`src/rtl/rlbp_pkg.sv`:
```
// ----------------------------------------------------------------------------
// rlbp_pkg
// Shared types and constants of the run-level bit packer.
// ----------------------------------------------------------------------------
package rlbp_pkg;

	localparam int COEFFS_PER_BLOCK = 16;
	localparam int CIDX_W           = $clog2(COEFFS_PER_BLOCK);
	localparam int ZRUN_W           = 4;
	localparam int MAX_DIRECT       = 14;
	localparam logic [3:0] ESC_NIBBLE = 4'hF;
	localparam logic [7:0] EOB_BYTE   = 8'h00;

	localparam logic ACT_COEFF = 1'b0;
	localparam logic ACT_FLUSH = 1'b1;

	localparam int QUEUE_DEPTH = 4;
	localparam int QPTR_W      = $clog2(QUEUE_DEPTH);
	localparam int QCNT_W      = $clog2(QUEUE_DEPTH + 1);

	typedef struct packed {
		logic               action;
		logic signed [15:0] coeff;
	} item_t;

	typedef struct packed {
		logic [7:0]  out_byte;
		logic        byte_valid;
		logic        run_last;
		logic        stream_end;
		logic [31:0] stream_bytes;
	} result_t;

	// bytes produced by one item, first byte in slot 0
	typedef struct packed {
		logic [3:0][7:0] bytes;
		logic [1:0]      nb_m1;
		logic            flush;
		logic            byte_valid;
		logic [31:0]     total;
	} tok_entry_t;

	typedef struct packed {
		logic full;
		logic empty;
	} q_status_t;

endpackage

```
`src/rtl/rlbp_front.sv`:
```
// ----------------------------------------------------------------------------
// rlbp_front
// Accepts coefficients, tracks run and block position, packs token bits and
// hands completed bytes of each item to the queue as one entry.
// ----------------------------------------------------------------------------
module rlbp_front import rlbp_pkg::*; (
	input  logic       clk,
	input  logic       arst_n,
	input  logic       item_valid,
	output logic       item_stall,
	input  item_t      item,
	input  q_status_t  q_status,
	output logic       push,
	output tok_entry_t push_entry
);

	logic [CIDX_W-1:0] cidx_q;
	logic [ZRUN_W-1:0] zrun_q;
	logic [6:0]        pend_q;   // left-aligned pending bits
	logic [2:0]        pcnt_q;
	logic [31:0]       total_q;

	logic        accept;
	logic        is_flush;
	logic        nz;
	logic        neg;
	logic [16:0] mag;
	logic        direct_lvl;
	logic        blk_end;
	logic [7:0]  token;
	logic [31:0] w;
	logic [5:0]  len;
	logic [5:0]  cnt;
	logic [2:0]  nb;
	logic [39:0] acc;
	logic [39:0] left;
	logic        flush_bv;

	assign item_stall = q_status.full;
	assign accept     = item_valid && !item_stall;

	always_comb begin
		is_flush   = item.action == ACT_FLUSH;
		nz         = item.coeff != 16'sd0;
		neg        = item.coeff[15];
		mag        = neg ? (17'd0 - {1'b1, item.coeff}) : {1'b0, item.coeff};
		direct_lvl = mag <= 17'(MAX_DIRECT);
		blk_end    = cidx_q == CIDX_W'(COEFFS_PER_BLOCK - 1);
		token      = {zrun_q, direct_lvl ? mag[3:0] : ESC_NIBBLE};
		w          = 32'd0;
		len        = 6'd0;
		if (nz) begin
			if (direct_lvl) begin
				w   = {token, neg, 23'd0};
				len = 6'd9;
			end else begin
				w   = {token, item.coeff, 8'd0};
				len = 6'd24;
			end
		end
		// end-of-block byte follows the level bits
		if (blk_end) begin
			w   = w | ({EOB_BYTE, 24'd0} >> len);
			len = len + 6'd8;
		end
		cnt  = {3'd0, pcnt_q} + len;
		nb   = cnt[5:3];
		acc  = {pend_q, 33'd0} | ({w, 8'd0} >> pcnt_q);
		left = acc << {nb, 3'b000};
		flush_bv = pcnt_q != 3'd0;

		push_entry = '0;
		if (is_flush) begin
			push_entry.bytes[0]   = {pend_q, 1'b0};
			push_entry.flush      = 1'b1;
			push_entry.byte_valid = flush_bv;
			push_entry.total      = total_q + {31'd0, flush_bv};
		end else begin
			// oldest byte sits at the top of acc and goes to slot 0
			push_entry.bytes      = {acc[15:8], acc[23:16], acc[31:24], acc[39:32]};
			push_entry.nb_m1      = 2'(nb - 3'd1);
			push_entry.byte_valid = 1'b1;
		end
		push = accept && (is_flush || nb != 3'd0);
	end

	always_ff @(posedge clk or negedge arst_n) begin
		if (!arst_n) begin
			cidx_q  <= '0;
			zrun_q  <= '0;
			pend_q  <= '0;
			pcnt_q  <= '0;
			total_q <= '0;
		end else if (accept) begin
			if (is_flush) begin
				cidx_q  <= '0;
				zrun_q  <= '0;
				pend_q  <= '0;
				pcnt_q  <= '0;
				total_q <= '0;
			end else begin
				pend_q  <= left[39:33];
				pcnt_q  <= cnt[2:0];
				total_q <= total_q + {29'd0, nb};
				if (blk_end) begin
					cidx_q <= '0;
					zrun_q <= '0;
				end else begin
					cidx_q <= cidx_q + 1'b1;
					zrun_q <= nz ? '0 : zrun_q + 1'b1;
				end
			end
		end
	end

endmodule

```
`src/rtl/rlbp_queue.sv`:
```
// ----------------------------------------------------------------------------
// rlbp_queue
// Short register queue of byte entries between front and back.
// ----------------------------------------------------------------------------
module rlbp_queue import rlbp_pkg::*; (
	input  logic       clk,
	input  logic       arst_n,
	input  logic       push,
	input  tok_entry_t push_entry,
	input  logic       pop,
	output tok_entry_t head,
	output q_status_t  status
);

	tok_entry_t        mem_q [QUEUE_DEPTH];
	logic [QPTR_W-1:0] wr_q;
	logic [QPTR_W-1:0] rd_q;
	logic [QCNT_W-1:0] count_q;
	logic              do_push;
	logic              do_pop;

	assign status.full  = count_q == QCNT_W'(QUEUE_DEPTH);
	assign status.empty = count_q == '0;
	assign do_push      = push && !status.full;
	assign do_pop       = pop && !status.empty;
	assign head         = mem_q[rd_q];

	always_ff @(posedge clk) begin
		if (do_push) begin
			mem_q[wr_q] <= push_entry;
		end
	end

	always_ff @(posedge clk or negedge arst_n) begin
		if (!arst_n) begin
			wr_q    <= '0;
			rd_q    <= '0;
			count_q <= '0;
		end else begin
			if (do_push) begin
				wr_q <= (wr_q == QPTR_W'(QUEUE_DEPTH - 1)) ? '0 : wr_q + 1'b1;
			end
			if (do_pop) begin
				rd_q <= (rd_q == QPTR_W'(QUEUE_DEPTH - 1)) ? '0 : rd_q + 1'b1;
			end
			count_q <= count_q + QCNT_W'(do_push) - QCNT_W'(do_pop);
		end
	end

endmodule

```
`src/rtl/rlbp_back.sv`:
```
// ----------------------------------------------------------------------------
// rlbp_back
// Walks head entry bytes to output register, one per cycle unless stalled.
// ----------------------------------------------------------------------------
module rlbp_back import rlbp_pkg::*; (
	input  logic       clk,
	input  logic       arst_n,
	input  tok_entry_t head,
	input  q_status_t  q_status,
	output logic       pop,
	output logic       result_valid,
	input  logic       result_stall,
	output result_t    result
);

	logic [1:0] idx_q;
	logic       valid_q;
	result_t    res_q;
	logic       load;
	logic       last;

	assign load = !q_status.empty && (!valid_q || !result_stall);
	assign last = idx_q == head.nb_m1;
	assign pop  = load && last;

	assign result_valid = valid_q;
	assign result       = res_q;

	always_ff @(posedge clk or negedge arst_n) begin
		if (!arst_n) begin
			idx_q   <= '0;
			valid_q <= 1'b0;
		end else if (load) begin
			valid_q <= 1'b1;
			idx_q   <= last ? 2'd0 : idx_q + 2'd1;
		end else if (!result_stall) begin
			valid_q <= 1'b0;
		end
	end

	always_ff @(posedge clk) begin
		if (load) begin
			res_q.out_byte     <= head.bytes[idx_q];
			res_q.byte_valid   <= head.byte_valid;
			res_q.run_last     <= last;
			res_q.stream_end   <= head.flush;
			res_q.stream_bytes <= head.flush ? head.total : 32'd0;
		end
	end

endmodule

```
`src/rtl/run_level_bit_packer.sv`:
```
// ----------------------------------------------------------------------------
// run_level_bit_packer
// Run-level coder for 4x4 blocks of quantized coefficients with MSB-first
// bit packing into a byte stream.
//
// item channel: one coefficient (action coeff) or a flush per transaction.
// result channel: one stream byte per transaction; run_last marks the last
// byte caused by an item, stream_end and stream_bytes come with the flush.
// A coefficient that completes no byte gives no result transaction.
// Throughput: one item per cycle while each item yields at most one byte and
// result_stall is low; the output side moves one byte per cycle, so an item that
// completes n bytes gives n result transactions (n is 0..4).
// The first byte of an item passes through a queue entry, then the output register.
// A four-entry queue parts front and back; item_stall rises only when it
// is full, so a stalled receiver backs up into item_stall after the queue
// fills. Reset clears block position, run, pending bits and byte count.
// ----------------------------------------------------------------------------
module run_level_bit_packer import rlbp_pkg::*; (
	input  logic    clk,
	input  logic    arst_n,
	input  logic    item_valid,
	output logic    item_stall,
	input  item_t   item,
	output logic    result_valid,
	input  logic    result_stall,
	output result_t result
);

	q_status_t  q_status;
	logic       push;
	tok_entry_t push_entry;
	logic       pop;
	tok_entry_t head;

	rlbp_front u_front (
		.clk        (clk),
		.arst_n     (arst_n),
		.item_valid (item_valid),
		.item_stall (item_stall),
		.item       (item),
		.q_status   (q_status),
		.push       (push),
		.push_entry (push_entry)
	);

	rlbp_queue u_queue (
		.clk        (clk),
		.arst_n     (arst_n),
		.push       (push),
		.push_entry (push_entry),
		.pop        (pop),
		.head       (head),
		.status     (q_status)
	);

	rlbp_back u_back (
		.clk          (clk),
		.arst_n       (arst_n),
		.head         (head),
		.q_status     (q_status),
		.pop          (pop),
		.result_valid (result_valid),
		.result_stall (result_stall),
		.result       (result)
	);

	// flush result always closes its item
	a_flush_last: assert property (@(posedge clk) disable iff (!arst_n)
		result_valid && result.stream_end |-> result.run_last)
		else $error("flush result without run_last");

	// only a flush with nothing pending carries an empty byte
	a_empty_flush: assert property (@(posedge clk) disable iff (!arst_n)
		result_valid && !result.byte_valid |-> result.stream_end)
		else $error("empty byte outside flush");

	a_count_zero: assert property (@(posedge clk) disable iff (!arst_n)
		result_valid && !result.stream_end |-> result.stream_bytes == 32'd0)
		else $error("byte count on coefficient result");

	a_queue_state: assert property (@(posedge clk) disable iff (!arst_n)
		!(q_status.full && q_status.empty))
		else $error("queue both full and empty");

	// pop only when the back end loads from a non-empty queue
	a_pop_nonempty: assert property (@(posedge clk) disable iff (!arst_n)
		pop |-> !q_status.empty)
		else $error("pop from empty queue");

endmodule
```
`config.mk`:
```
export PLATFORM = sky130hd
export DESIGN_NAME = run_level_bit_packer
export DESIGN_NICKNAME = d
export VERILOG_FILES = /design/src/rtl/rlbp_pkg.sv /design/src/rtl/rlbp_front.sv /design/src/rtl/rlbp_queue.sv /design/src/rtl/rlbp_back.sv /design/src/rtl/run_level_bit_packer.sv
export SDC_FILE = /design/constraint.sdc
export NUM_CORES = 1
export LEC_CHECK = 0
export BUFFER_PORTS_ARGS = -buffer_cell sky130_fd_sc_hd__buf_2
export CAP_MARGIN = 20
export CORE_ASPECT_RATIO = 0.6
export CORE_MARGIN = 2
export CORE_UTILIZATION = 45
export DETAILED_ROUTE_END_ITERATION = 12
export MAX_ROUTING_LAYER = met4
export PLACE_DENSITY = 0.75
export SLEW_MARGIN = 20
export SYNTH_ARGS = -nofsm -noshare
export SYNTH_HDL_FRONTEND = slang
export SYNTH_SLANG_ARGS = --single-unit
```
`constraint.sdc`:
```
create_clock -name clk -period 4.45 [get_ports clk]
set_clock_uncertainty 0.05 [all_clocks]
set_input_delay 0.445 -clock clk [delete_from_list [all_inputs] [get_ports clk]]
set_output_delay 0.445 -clock clk [all_outputs]
set_load 0.02 [all_outputs]
```
==> flow_metrics.env, run 1 <==
export IMPL_arrival_ns=4.54
export IMPL_wl_per_cell_um=21.4
export IMPL_synth_edf_count=311
export IMPL_gr_total_overflow=0
export IMPL_grt_pass1_wl_um=64300
export IMPL_ant_nets=0
export IMPL_maxSlewHeadroom_pct=45.3
export IMPL_gp_congestion=0.953
export IMPL_cts_buffers=36
export IMPL_ys_async_sr_fraction_pct=16.2
export IMPL_synth_flop_cell="edfxtp_1"
export IMPL_worst_pin_slew_ns=0.818
export IMPL_cts_sinks=371
export IMPL_die_w_um=257
export IMPL_hold_viol=0
export IMPL_peakVddDrop_v=0.000246
export IMPL_avgSynthCellArea_um2=13.6
export IMPL_netlist_area_mm2=0.0173
export IMPL_drt_total_wl_um=41200
export IMPL_htreeDepth=2
export IMPL_period_needed_ns=4.17
export IMPL_yosys_top_cells_area="edfxtp_1 (54%), mux4_2 (9.8%), dfrtp_1 (8.7%)"
export IMPL_setup_ws_ns=0.285
export IMPL_rsz0062_at_grt="false"
export IMPL_critPathKind="in2reg"
export IMPL_drive_gt1_share_pct=23.5
export IMPL_path_buf_inv=3
export IMPL_critPathMaxStageDelay_ns=0.39
export IMPL_crit_path_top_delay_cell="or3_1"
export IMPL_cp_depth=25
export IMPL_antenna_found_initial=0
export IMPL_setup_tns_ns=0
export IMPL_vias=11178
export IMPL_syn_inst=1268
export IMPL_powerDensity_mw_per_mm2=544
export IMPL_yosys_warnings=0
export IMPL_fin_nets=1425
export IMPL_grt_util_all_layers_pct=21.6
export IMPL_reg2reg_depth=10
export IMPL_synth_top_area_share_pct=54.0
export IMPL_cts_root_buffer="clkbuf_16"
export IMPL_power_total_mw=10.9
export IMPL_yosysMostFrequentCell="edfxtp_1"
export IMPL_cp_required_ns=4.82
export IMPL_hold_depth=3
export IMPL_place_area_mm2=0.0189
export IMPL_final_period_utilization_pct=93.6
export IMPL_start_util_pct=45.8
export IMPL_syn_to_final_growth_pct=15.8
export IMPL_leakage_nw=7.15
export IMPL_fp_dieH_um=156
export IMPL_ys_seq_elements=371
export IMPL_dp_slack_ns=-0.419
export IMPL_crit_family="simple AND/OR/NAND/NOR gates"
export IMPL_grt_max_degree=52
export IMPL_ys_seq_area_share_pct=62.7
export IMPL_netlist_top_cells_count="edfxtp_1 (311), nor2_1 (138), nand2_1 (124)"
export IMPL_core_area_mm2=0.0378
export IMPL_drt_iter0_drc=1221
export IMPL_dieArea_mm2=0.0401
export IMPL_io_pins=66
export IMPL_yosysTopAreaCell="edfxtp_1"
export IMPL_status="completed"
export IMPL_drc_errors=0
export IMPL_multi_input_area_mm2=0.00622
export IMPL_hpwlAfterDp_um=28000
export IMPL_detail_route_vias_per_cell=5.81
export IMPL_ys_types=77
export IMPL_cp_start_kind="primary input"
export IMPL_fillers=3064
export IMPL_fmax_mhz=240
export IMPL_grt_pass1_vias=10756
export IMPL_portBuffers=65
export IMPL_path_common_cell="xor2_1"
export IMPL_min_delay_path_class="in2reg"
export IMPL_worstPathMaxFanout=3
export IMPL_clk_path_buf_depth=3
export IMPL_rows=55
export IMPL_finalMaxSlewViolations=0
export IMPL_cts_tree="done"
export IMPL_drv_cap=0
export IMPL_cts_clk_slew_worst_paths_ns=0.06
export IMPL_regArea_mm2=0.0108
export IMPL_n_antenna_cell=0
export IMPL_endpoint_kind="register"
export IMPL_setup_viol=0
export IMPL_synth_fp_nets=1310
export IMPL_clk_latency_ns=0.55
export IMPL_stdcell_area_mm2=0.0200
export IMPL_drt_first_pass_iters=5
power by group:
group	internal, mW	leakage, nW	switching (mW)
combinational	1.32	2.88	1.64
clock	1.58	0.524	1.31
sequential	4.70	3.75	0.352
layer usage:
| layer | global-route usage, % | routed length, um | vias to the layer above |
|---|---|---|---|
| met5 | - | 0 | - |
| met3 | 5.28 | 3890 | 40 |
| met4 | 4.15 | 514 | 0 |
| met1 | 33.9 | 20100 | 5662 |
| met2 | 28.2 | 16700 | 464 |
| li1 | - | - | 5012 |
worst min-delay path: stages:
cell and delay, ns:
buf_2 0.13, nand2_1 0.06, nand2_1 0.05
what timing repair did:
action / in CTS / in global routing
resized for setup: 0 / 7
hold buffers: 1 / 0
endpoints found under the hold margin: 29 / 0
setup endpoints to repair: 0 / 10
buffers inserted: 0 / 1
logic make-up after synthesis:
logic type	after synthesis	share of synthesized area [%]
xor gates and xnor gates	56	2.84
adders and majority gates	21	1.61
muxes	108	11.8
AOI/OAI and AO/OA	186	7.26
buffers and inverters	101	2.29
DFF	371	62.7
and+or+nand+nor	425	11.6
stage by stage:
step	instances	hold slack (ns)	utilization (%)
2_1_floorplan	1268	0.0994	-
3_3_place_gp	1856	0.420	50.0
3_5_place_dp	1856	0.426	50.0
4_1_cts	1922	0.107	52.9
5_1_grt	1923	0.135	53.0
6_report	1923	0.119	53.0
placed cells by master (no fill, tap or decap), types with 6 or more instances in the layout:
master	instances
buf_4	75
clkinv_1	8
dfrtp_1	58
nand2b_1	6
nand4_1	9
mux2i_1	21
nand3_1	22
and3_1	7
and2_1	8
xnor2_1	19
a211oi_1	8
a31oi_1	12
mux2_2	10
nand2_1	121
o31ai_1	10
mux4_2	75
ha_1	16
nor3_1	21
xor2_1	36
buf_12	12
nor2_1	135
clkbuf_16	36
a21oi_1	37
edfxtp_1	311
or3_1	17
buf_2	65
o21ai_0	51
inv_1	22
nor2b_1	37
clkbuf_1	13
a21o_1	11
sequential cells by signal, summed over array words and instances (netlist names):
signal	flops
u_queue.count_q	3
u_front.zrun_q	4
u_front.pend_q	7
u_back.result	43
u_queue.mem_q	268
u_back.idx_q	2
u_front.cidx_q	4
u_front.total_q	32
u_queue.rd_q	2
u_back.result_valid	1
u_front.pcnt_q	3
u_queue.wr_q	2
final cells by class:
type	count	share of cell area, %
sequential	371	54.2
multi-input combinational	796	31.0
timing repair buffer	153	5.68
clock buffer	49	4.74
tap	513	3.20
clock inverter	16	0.668
inverter	25	0.506
worst paths after layout:
check	slack [ns]	endpoint	from
hold / removal	0.12	u_back.result_valid	result_stall
setup / recovery	0.28	u_front.total_q[24]	item[1]
min in group asynchronous	0.44	u_front.total_q[6]	arst_n
setup reg to reg	1.14	u_queue.count_q[2]	u_queue.rd_q[0]
max in group asynchronous	2.94	u_queue.rd_q[1]	arst_n
hold reg to reg	0.45	u_front.cidx_q[3]	u_front.cidx_q[3]
Note: power is estimated with default switching activity, not from simulation.
==> run 2, diff against run 1 <==
Settings changed: SYNTH_HIERARCHICAL from default to 1.
==> run 2 against run 1 <==
The run now ends with setup timing left. Total power rose by 4.1%. Non-clock buffer count rose by 15. Register-to-register slack got worse by 0.45 ns.
==> flow_metrics.env, run 2 <==
export IMPL_drv_cap=0
export IMPL_period_needed_ns=4.45
export IMPL_final_period_utilization_pct=100
export IMPL_path_cells="buf_8 -> inv_8 -> ha_4 -> or3b_4 -> o41ai_4 -> xor2_1 -> nand4_1 -> nor4_4 -> and2_4 -> ha_4 -> nand3_2 -> xnor2_2 -> xor2_1 -> inv_1 -> ha_4 -> nor3b_4 -> nor2_2 -> nand2b_1 -> ha_1 -> inv_2 -> ha_4 -> fa_2 -> xnor2_2 -> xnor2_1"
export IMPL_peakVddDrop_v=0.000333
export IMPL_cts_clk_slew_worst_paths_ns=0.06
export IMPL_clk_latency_ns=0.53
export IMPL_drive_gt1_share_pct=26.1
export IMPL_synth_adder_area_share_pct=1.59
export IMPL_setup_ws_ns=-0.00134
export IMPL_synth_top_family_by_area="simple AND/OR/NAND/NOR gates"
export IMPL_netlist_top_cells_count="edfxtp_1 (315), nor2_1 (100), nand2_1 (79)"
export IMPL_r2r_start="u_queue/rd_q[0]"
export IMPL_die_w_um=258
export IMPL_r2r_end="u_queue/count_q[2]"
export IMPL_setup_tns_ns=-0.00134
export IMPL_violations="setup timing"
export IMPL_yosysTopAreaCell="edfxtp_1"
export IMPL_seq_power_share_pct=44.6
export IMPL_ys_async_sr_fraction_pct=16.0
export IMPL_antenna_found_initial=1
export IMPL_p_switching_mw=3.44
export IMPL_syn_inst=1216
export IMPL_largest_register_ffs=272
export IMPL_powerDensity_mw_per_mm2=557
export IMPL_cts_buffers=36
export IMPL_critPathKind="in2reg"
export IMPL_leakage_nw=7.38
export IMPL_hold_slack_ns=0.135
export IMPL_cp_required_ns=4.80
export IMPL_status="finished with violations"
export IMPL_worstSetupEndpoint="u_queue/count_q[2]"
export IMPL_core_area_mm2=0.0380
export IMPL_synth_simple_area_share_pct=11.5
export IMPL_worstSetupStartpoint="item[0]"
export IMPL_clk_path_buf_depth=3
export IMPL_ys_seq_area_share_pct=62.8
export IMPL_fp_dieH_um=157
export IMPL_ys_seq_elements=375
export IMPL_maxSlewHeadroom_pct=35.2
export IMPL_r2r_setup_slack_ns=0.69
export IMPL_p_clk_share_pct=26.5
export IMPL_portBuffers=65
export IMPL_synth_flop_cell="edfxtp_1"
export IMPL_yosys_warnings=6
export IMPL_dieArea_mm2=0.0404
export IMPL_yosysMostFrequentCell="edfxtp_1"
export IMPL_pwr_share_comb_pct=28.9
export IMPL_swShare_pct=30.4
export IMPL_path_common_cell="ha_4"
export IMPL_place_inst=1810
export IMPL_start_util_pct=46.0
export IMPL_grt_util_all_layers_pct=20.9
export IMPL_cp_start_kind="primary input"
export IMPL_drt_total_wl_um=40600
export IMPL_layout_common_cells="edfxtp_1 (315), nor2_1 (97), buf_4 (86), nand2_1 (77), mux4_2 (74)"
export IMPL_ys_types=82
export IMPL_stdcell_count=1887
export IMPL_synth_edf_count=315
export IMPL_layout_commonest_cell="edfxtp_1"
export IMPL_dp_slack_ns=-0.678
export IMPL_grt_pass1_wl_um=62700
export IMPL_largest_register="u_queue/mem_q"
export IMPL_worstPathMaxFanout=2
export IMPL_rsz0062_at_grt="true"
export IMPL_synthMuxAreaShare_pct=11.4
export IMPL_hpwlAfterDp_um=26000
export IMPL_wl_per_cell_um=21.5
export IMPL_netlist_area_mm2=0.0175
export IMPL_synth_fp_nets=1258
export IMPL_fin_nets=1388
export IMPL_cts_tree="done"
export IMPL_worst_pin_slew_ns=0.972
export IMPL_min_delay_path_class="in2reg"
export IMPL_rows=55
export IMPL_endpoint_kind="register"
export IMPL_hold_viol=0
export IMPL_gr_total_overflow=0
export IMPL_synth_top_area_share_pct=54.2
export IMPL_cts_sinks=375
export IMPL_setup_viol=1
export IMPL_reg2reg_depth=12
export IMPL_fmax_mhz=225
export IMPL_critPathMaxStageDelay_ns=0.40
export IMPL_vias=10933
export IMPL_drt_first_pass_iters=5
export IMPL_yosys_top_cells_area="edfxtp_1 (54%), mux4_2 (9.5%), dfrtp_1 (8.6%)"
export IMPL_io_pins=66
export IMPL_p_int_mw=7.89
export IMPL_htreeDepth=2
export IMPL_syn_to_final_growth_pct=16.5
export IMPL_synth_xor_area_share_pct=3.00
export IMPL_ant_nets=0
export IMPL_synth_compound_area_share_pct=6.54
export IMPL_drt_iter0_drc=1267
export IMPL_arrival_ns=4.81
export IMPL_cts_root_buffer="clkbuf_16"
export IMPL_detail_route_vias_per_cell=5.79
export IMPL_grt_max_degree=55
export IMPL_avgSynthCellArea_um2=14.4
export IMPL_post_route_util_pct=53.6
export IMPL_drc_errors=0
export IMPL_crit_path_top_delay_cell="or3b_4"
export IMPL_finalMaxSlewViolations=0
export IMPL_gp_congestion=0.917
export IMPL_grt_pass1_vias=10664
## run 2: cell types whose count changed after synthesis, sizes merged, moves of 6 or more
cell / change
a21boi: +7
and2: +51
buf: +20
clkbuf: -20
nand2: -46
nor2: -38
nor2b: -27
o211ai: +6
o21ai: -7
xnor2: +17
xor2: -14
## run 2: logic make-up after synthesis
| kind of cell | count (synthesis) |
|---|---|
| compound gates | 172 |
| fa+ha+maj | 21 |
| simple gates | 387 |
| flops | 375 |
| mux | 103 |
| other cells | 1 |
| buf+inv | 98 |
| xor+xnor | 59 |
## run 2: stage by stage
stage          total power [mW]  area (um^2)
6_report                   11.3        20300
3_5_place_dp               8.36        19000
4_1_cts                    11.4        20200
2_1_floorplan              7.38        17700
5_1_grt                    11.9        20300
3_3_place_gp               8.25        19000
## run 2: worst max-delay path, delay by kind of cell
family | cells | cell delay [ns]
AO/OA/AOI/OAI | 1 | 0.23
AND/OR/NAND/NOR | 8 | 1.65
XOR/XNOR | 5 | 0.92
adder cells (fa/ha/maj) | 6 | 1.25
buffers and inverters | 4 | 0.34
## run 2: layout make-up
| type | count | area (um^2) |
|---|---|---|
| Timing Repair Buffer | 168 | 1310 |
| Multi-Input combinational cell | 743 | 6190 |
| Inverter | 22 | 90.1 |
| Antenna cell | 1 | 2.50 |
| Fill cell | 3087 | 17600 |
| Clock buffer | 50 | 993 |
| Sequential cell | 375 | 11000 |
| Clock inverter | 15 | 145 |
| Tap cell | 513 | 642 |
## run 2: how the worst min path moves through the flow
stage,from,endpoint,cells after the start
floorplan,arst_n,u_back/idx_q[0],0
global placement,arst_n,u_back/result_valid,1
detailed placement,arst_n,u_back/result_valid,1
CTS,result_stall,u_back/result_valid,3
global route,result_stall,u_back/result_valid,3
finish,result_stall,u_back/result_valid,3
## run 2: power groups by stage
stage	clock network, mW	registers [mW]	logic (mW)
3_3_place_gp	0	5.09	3.16
2_1_floorplan	0	5.22	2.16
4_1_cts	3.06	5.06	3.26
5_1_grt	3.21	5.13	3.52
6_report	3.01	5.05	3.27
3_5_place_dp	0	5.13	3.23
## run 2: per-layer routing
metal | GRT usage, % | vias to the layer above | part of all wire [%]
met1 | 32.7 | 5525 | 49
met2 | 27.0 | 479 | 41
met5 | - | - | 0
li1 | - | 4876 | -
met3 | 4.84 | 53 | 9.0
met4 | 4.95 | 0 | 1.8
## run 2: what timing repair did
action / in CTS / in global routing
cloned: 0 / 3
gates resized for setup: 6 / 14
buffers inserted: 5 / 6
hold buffers: 1 / 0
endpoints found under the setup margin: 7 / 287
pin swaps: 11 / 15
hold endpoints to repair: 19 / 0
